[src/hw/rtl/des_pkg.sv]
package des_pkg;

    localparam int Rounds = 16;
    localparam int RegKey = 0;
    localparam int RegMode = 1;

    typedef logic [63:0] block_t;
    typedef logic [47:0] subkey_t;
    typedef logic [55:0] cd_t;

    // Write index of the configuration channel.
    typedef logic [0:0] cfg_idx_t;

    typedef logic [6:0] pos_t;

    localparam pos_t TabIp [64] = '{
        58,50,42,34,26,18,10,2,60,52,44,36,28,20,12,4,
        62,54,46,38,30,22,14,6,64,56,48,40,32,24,16,8,
        57,49,41,33,25,17,9,1,59,51,43,35,27,19,11,3,
        61,53,45,37,29,21,13,5,63,55,47,39,31,23,15,7};
    localparam pos_t TabFp [64] = '{
        40,8,48,16,56,24,64,32,39,7,47,15,55,23,63,31,
        38,6,46,14,54,22,62,30,37,5,45,13,53,21,61,29,
        36,4,44,12,52,20,60,28,35,3,43,11,51,19,59,27,
        34,2,42,10,50,18,58,26,33,1,41,9,49,17,57,25};
    localparam pos_t TabE [48] = '{
        32,1,2,3,4,5,4,5,6,7,8,9,8,9,10,11,12,13,12,13,14,15,16,17,
        16,17,18,19,20,21,20,21,22,23,24,25,24,25,26,27,28,29,28,29,30,31,32,1};
    localparam pos_t TabP [32] = '{
        16,7,20,21,29,12,28,17,1,15,23,26,5,18,31,10,
        2,8,24,14,32,27,3,9,19,13,30,6,22,11,4,25};
    localparam pos_t TabPc1 [56] = '{
        57,49,41,33,25,17,9,1,58,50,42,34,26,18,10,2,59,51,43,35,27,19,11,3,
        60,52,44,36,63,55,47,39,31,23,15,7,62,54,46,38,30,22,14,6,61,53,45,37,
        29,21,13,5,28,20,12,4};
    localparam pos_t TabPc2 [48] = '{
        14,17,11,24,1,5,3,28,15,6,21,10,23,19,12,4,26,8,16,7,27,20,13,2,
        41,52,31,37,47,55,30,40,51,45,33,48,44,49,39,56,34,53,46,42,50,36,29,32};
    localparam logic [1:0] TabRot [16] = '{1,1,2,2,2,2,2,2,1,2,2,2,2,2,2,1};
    localparam logic [3:0] TabSbox [8][64] = '{
      '{14,4,13,1,2,15,11,8,3,10,6,12,5,9,0,7, 0,15,7,4,14,2,13,1,10,6,12,11,9,5,3,8,
        4,1,14,8,13,6,2,11,15,12,9,7,3,10,5,0, 15,12,8,2,4,9,1,7,5,11,3,14,10,0,6,13},
      '{15,1,8,14,6,11,3,4,9,7,2,13,12,0,5,10, 3,13,4,7,15,2,8,14,12,0,1,10,6,9,11,5,
        0,14,7,11,10,4,13,1,5,8,12,6,9,3,2,15, 13,8,10,1,3,15,4,2,11,6,7,12,0,5,14,9},
      '{10,0,9,14,6,3,15,5,1,13,12,7,11,4,2,8, 13,7,0,9,3,4,6,10,2,8,5,14,12,11,15,1,
        13,6,4,9,8,15,3,0,11,1,2,12,5,10,14,7, 1,10,13,0,6,9,8,7,4,15,14,3,11,5,2,12},
      '{7,13,14,3,0,6,9,10,1,2,8,5,11,12,4,15, 13,8,11,5,6,15,0,3,4,7,2,12,1,10,14,9,
        10,6,9,0,12,11,7,13,15,1,3,14,5,2,8,4, 3,15,0,6,10,1,13,8,9,4,5,11,12,7,2,14},
      '{2,12,4,1,7,10,11,6,8,5,3,15,13,0,14,9, 14,11,2,12,4,7,13,1,5,0,15,10,3,9,8,6,
        4,2,1,11,10,13,7,8,15,9,12,5,6,3,0,14, 11,8,12,7,1,14,2,13,6,15,0,9,10,4,5,3},
      '{12,1,10,15,9,2,6,8,0,13,3,4,14,7,5,11, 10,15,4,2,7,12,9,5,6,1,13,14,0,11,3,8,
        9,14,15,5,2,8,12,3,7,0,4,10,1,13,11,6, 4,3,2,12,9,5,15,10,11,14,1,7,6,0,8,13},
      '{4,11,2,14,15,0,8,13,3,12,9,7,5,10,6,1, 13,0,11,7,4,9,1,10,14,3,5,12,2,15,8,6,
        1,4,11,13,12,3,7,14,10,15,6,8,0,5,9,2, 6,11,13,8,1,4,10,7,9,5,0,15,14,2,3,12},
      '{13,2,8,4,6,15,11,1,10,9,3,14,5,0,12,7, 1,15,13,8,10,3,7,4,12,5,6,11,0,14,9,2,
        7,11,4,1,9,12,14,2,0,6,10,13,15,3,5,8, 2,1,14,7,4,10,8,13,15,12,9,0,3,5,6,11}};

    function automatic block_t perm_ip(input block_t v);
        block_t r;
        for (int i = 0; i < 64; i++) r[63-i] = v[64 - int'(TabIp[i])];
        return r;
    endfunction

    function automatic block_t perm_fp(input block_t v);
        block_t r;
        for (int i = 0; i < 64; i++) r[63-i] = v[64 - int'(TabFp[i])];
        return r;
    endfunction

    function automatic cd_t perm_pc1(input block_t v);
        cd_t r;
        for (int i = 0; i < 56; i++) r[55-i] = v[64 - int'(TabPc1[i])];
        return r;
    endfunction

    function automatic subkey_t perm_pc2(input cd_t v);
        subkey_t r;
        for (int i = 0; i < 48; i++) r[47-i] = v[56 - int'(TabPc2[i])];
        return r;
    endfunction

    function automatic logic [27:0] rot28(input logic [27:0] h, input logic [1:0] s);
        return (s == 2'd1) ? {h[26:0], h[27]} : {h[25:0], h[27:26]};
    endfunction

    function automatic logic [31:0] feistel(input logic [31:0] r, input subkey_t k);
        logic [47:0] x;
        logic [5:0]  six;
        logic [31:0] s;
        logic [31:0] p;
        for (int i = 0; i < 48; i++) x[47-i] = r[32 - int'(TabE[i])];
        x = x ^ k;
        for (int g = 0; g < 8; g++)
        begin
            six = x[47-6*g -: 6];
            s[31-4*g -: 4] = TabSbox[g][{six[5], six[0], six[4:1]}];
        end
        for (int i = 0; i < 32; i++) p[31-i] = s[32 - int'(TabP[i])];
        return p;
    endfunction

endpackage

[src/hw/rtl/des_cfg_if.sv]
interface des_cfg_if;
    logic              valid;
    logic              ready;
    des_pkg::cfg_idx_t index;
    des_pkg::block_t   wdata;
    modport source (output valid, output index, output wdata, input ready);
    modport sink (input valid, input index, input wdata, output ready);
endinterface

[src/hw/rtl/des_keysched.sv]
module des_keysched (
    input  logic            clk,
    input  logic            rst_n,
    des_cfg_if.sink         cfg,
    output des_pkg::subkey_t round_key [des_pkg::Rounds]
);
    des_pkg::block_t key_reg;
    logic            decrypt_reg;
    logic [55:0]     cd_stage [des_pkg::Rounds];
    des_pkg::subkey_t ks [des_pkg::Rounds];

    assign cfg.ready = 1'b1;

    always_ff @(posedge clk or negedge rst_n)
    begin
        if (!rst_n)
        begin
            key_reg     <= '0;
            decrypt_reg <= 1'b0;
        end
        else if (cfg.valid)
        begin
            unique case (cfg.index)
                1'(des_pkg::RegKey):  key_reg <= cfg.wdata;
                1'(des_pkg::RegMode): decrypt_reg <= cfg.wdata[0];
                default: ;
            endcase
        end
    end

    // Subkeys are wired from held key; user changes it only while idle, unchecked.
    always_comb
    begin
        logic [27:0] c;
        logic [27:0] d;
        logic [55:0] cd;
        cd = des_pkg::perm_pc1(key_reg);
        c = cd[55:28];
        d = cd[27:0];
        for (int i = 0; i < des_pkg::Rounds; i++)
        begin
            c = des_pkg::rot28(c, des_pkg::TabRot[i]);
            d = des_pkg::rot28(d, des_pkg::TabRot[i]);
            cd_stage[i] = {c, d};
            ks[i] = des_pkg::perm_pc2(cd_stage[i]);
        end
    end

    always_comb
    begin
        for (int i = 0; i < des_pkg::Rounds; i++)
            round_key[i] = decrypt_reg ? ks[des_pkg::Rounds-1-i] : ks[i];
    end
endmodule

[src/flat_wrapper.sv]
// flat-port wrapper written by rule: the top's interface ports become plain ports
module des_keysched_flat 
  (clk, rst_n, round_key, cfg_valid, cfg_index, cfg_wdata, cfg_ready);
  des_cfg_if cfg_i ();
  input  logic clk;
  input  logic rst_n;
  output des_pkg::subkey_t round_key[des_pkg::Rounds];
  input wire logic [$bits(cfg_i.valid)-1:0] cfg_valid;
  input wire logic [$bits(cfg_i.index)-1:0] cfg_index;
  input wire logic [$bits(cfg_i.wdata)-1:0] cfg_wdata;
  output wire logic [$bits(cfg_i.ready)-1:0] cfg_ready;
  assign cfg_i.valid = cfg_valid;
  assign cfg_i.index = cfg_index;
  assign cfg_i.wdata = cfg_wdata;
  assign cfg_ready = cfg_i.ready;
  des_keysched u_core (.clk(clk), .rst_n(rst_n), .cfg(cfg_i), .round_key(round_key));
endmodule
[config.mk]
export PLATFORM = sky130hd
export DESIGN_NAME = des_keysched_flat
export DESIGN_NICKNAME = d
export VERILOG_FILES = /design/src/hw/rtl/des_pkg.sv /design/src/hw/rtl/des_cfg_if.sv /design/src/hw/rtl/des_keysched.sv /design/src/flat_wrapper.sv
export SDC_FILE = /design/constraint.sdc
export NUM_CORES = 1
export LEC_CHECK = 0
export BUFFER_PORTS_ARGS = -buffer_cell sky130_fd_sc_hd__buf_2
export CORE_AREA = 2 2 323 325
export DETAILED_ROUTE_END_ITERATION = 10
export DIE_AREA = 0 0 325 327
export GPL_ROUTABILITY_DRIVEN = 0
export PLACE_DENSITY_LB_ADDON = 0.08
export SYNTH_ARGS = -nofsm -noshare
export SYNTH_HDL_FRONTEND = slang
export SYNTH_SLANG_ARGS = --single-unit
[constraint.sdc]
create_clock -name clk -period 1.4 [get_ports clk]
set_input_delay 0.28 -clock clk [delete_from_list [all_inputs] [get_ports clk]]
set_output_delay 0.28 -clock clk [all_outputs]
set_load 0.005 [all_outputs]
==> impl_metrics.csv <==
group,metric,value,unit
critical_path,crit_path_max_fanout,19,
timing,skew,0,ps
clock_tree,numClockSinks,57,
clock_tree,clk-insertion-delay-late,360,ps
placed_design,post-dp-hpwl,52590,um
timing,fin_crit_sh,144.8,%
critical_path,worst_setup_path_end_kind,"output pin",
grt,antenna_found_initial,10,
detailed_routing,dr.max_layer_used,"met5",
detailed_routing,wl_per_cell,20.65,um
power,p_leak,0.009615,uW
clock_tree,cts_tree,"done",
synth,syn_inst,1128,
critical_path,worstPathArrival,1750,ps
die,die_w,325,um
grt,grt_pass1_vias,9723,
detailed_routing,met2WireLength,37000,um
layout,area_growth,125.8,%
critical_path,worstSetupStartpointType,"flip-flop",
power,ir_drop,536.4,uV
detailed_routing,drc,0,
layout,instances_no_fill,3286,
grt,overflow,0,
die,die_area,106300,um2
status,status,"complete, but fails checks",
detailed_routing,wl,67840,um
layout,seq_area,1430,um2
critical_path,crit_type,"reg -> out",
synth,synth_edf_count,0,
synth,avgSynthCellArea,5.822,um2
synth,ys.flop_type,"dfrtp_1",
die,die_h,327,um
detailed_routing,antenna_left,0,
timing,timing.hold.ws,148.0,ps
power,p_total,19220,uW
critical_path,worstPathCellList,"buf_12, buf_12, nand2b_4, buf_12, nand2_1, buf_2",
clock_tree,cts-root-buf,"clkbuf_16",
timing,setup_viol,768,
grt,grtUsageTotal,11.51,%
grt,grt_pass1_wl,85120,um
layout,largest_reg_flops,56,
timing,setup_ws,-627.1,ps
hold_path,whs_endpoint,"u_core.key_reg[15]",
timing,min_period,2027,ps
detailed_routing,vias_per_cell,3.211,
detailed_routing,num_vias,10550,
synth,synth_area,6568,um2
synth,syn_nets,1196,
synth,synth_area_leader_cell,"nand2_1",
clock_tree,cts-htree-levels,3,
layout,fillers,12050,
critical_path,reg2reg_depth,2,
synth,synthTopCellsByCount,"nand2_1, buf_2, buf_4, dfrtp_1, mux2_2",
critical_path,crit_path_frequent_cell,"buf_12",
detailed_routing,dr.pass1.iters,5,
die,pin_count,837,
power,p_per_area,1296,nW/um2
die,fp.coreArea,102900,um2
hold_path,hold_start,"cfg_wdata[15]",
grt,grt_max_degree,37,
critical_path,regToRegSetupSlack,370,ps
critical_path,cp.required,1120,ps
clock_tree,cts_made_buffers,9,
critical_path,rr_startpoint,"u_core.decrypt_reg",
synth,yosysSeqAreaShare,21.72,%
synth,yosysMostFrequentCell,"nand2_1",
layout,multi_input_area,4579,um2
die,rows,118,
synth,yosysWarnings,0,
detailed_routing,wl_met1,26540,um
critical_path,startpoint,"u_core.decrypt_reg",
timing,hold_viol,0,
synth,ys_seq_elements,57,
timing,max_clock_freq,493.3,MHz
placed_design,dp.cells,3255,
detailed_routing,drt_iter0_markers,560,
critical_path,reg2reg_to,"u_core.decrypt_reg",
timing,rsz0062_at_grt,"true",
clock_tree,clockBufferDepth,2,
synth,yosysTopAreaCellShare,42.58,%
critical_path,slowest_stage,"dfrtp_4",
detailed_routing,met3_length,3586,um
placed_design,portBuffers,828,
synth,synthTopCellsByArea,"nand2_1, dfrtp_1, buf_4",
layout,postLayoutCoreUtil,14.41,%
hold_path,hold_class,"in -> reg",
timing,maxSlewViolCount,0,
clock_tree,path_clk_slew,60,ps
hold_path,whs_path_depth,2,
layout,final_layout_size_suffix_gt1_share,62.76,%
flow_run,maxCapViolCount,0,
synth,synth_cell_type_count,11,
synth,async_flop_share,100.0,%
die,start_util,6.382,%
critical_path,cp_slowest_stage_delay,510,ps
layout,layout.nets,1967,
status,violations,"setup timing",
critical path, delay by kind of cell (launching register included):
| family | cells | cell delay (ps) |
|---|---|---|
| buf+inv | 4 | 610 |
| flops | 1 | 510 |
| simple gates | 2 | 250 |
cells in the final DEF, fill, tap and decap left out, drive strengths merged:
master       instances
nor2b                1
clkbuf              16
clkinv               4
conb                 1
nand2b              59
nand2              745
clkinvlp             1
dfrtp               57
dlygate4sd3          1
diode                2
mux2                57
buf                962
power by group:
group	leakage [uW]	switching (uW)	internal, uW	total (uW)
clock network	0.000135	952	1240	2190
logic	0.00881	7670	6940	14600
registers	0.000668	517	1890	2410
total	0.00961	9140	10100	19200
worst max-delay path by stage:
stage	endpoint	slack (ps)	cells after the start
after floorplan	round_key[756]	-30	6
after global placement	round_key[167]	-360	5
after detailed placement	round_key[37]	-360	5
after CTS	round_key[748]	-700	5
after global routing	round_key[209]	-700	6
final	round_key[86]	-630	6
per-stage QoR:
stage	setup WS [ps]	area, um2	setup TNS [ps]
4_1_cts	-698.5	14070	-463130
3_3_place_gp	-361.9	13580	-171280
2_1_floorplan	-25.31	7000	-753.9
6_report	-627.1	14830	-436410
3_5_place_dp	-364.9	13580	-176460
5_1_grt	-697.4	14820	-496160
kinds of logic (layout without fill, tap and decap cells):
family        after synthesis  count (layout)  share of synthesized area [%]
mux                        57              57                          9.773
buf+inv                   211             984                          19.98
other cells                 1               3                        0.05710
flops                      57              57                          21.72
simple gates              802             805                          48.47
layer usage:
| layer | global-route usage [%] | vias up |
|---|---|---|
| met5 | 0 | - |
| li1 | - | 4807 |
| met3 | 2.386 | 59 |
| met2 | 22.18 | 507 |
| met1 | 13.20 | 5165 |
| met4 | 1.590 | 12 |
cell type report:
type / instances / share of cell area [%]
Antenna cell: 2 / 0.03376
Clock buffer: 11 / 1.637
Clock inverter: 5 / 0.2110
Multi-Input combinational cell: 863 / 30.89
Sequential cell: 57 / 9.646
Tap cell: 1380 / 11.65
Timing Repair Buffer: 968 / 45.94
repair_timing:
action,CTS,global route
pin swaps,15,6
endpoints found under the hold margin,15,0
setup buffers,1,4
hold buffers,1,0
resized for setup,48,123
setup endpoints to repair,768,768
cloned,0,8
No activity file was read; power rests on OpenSTA's default activity.
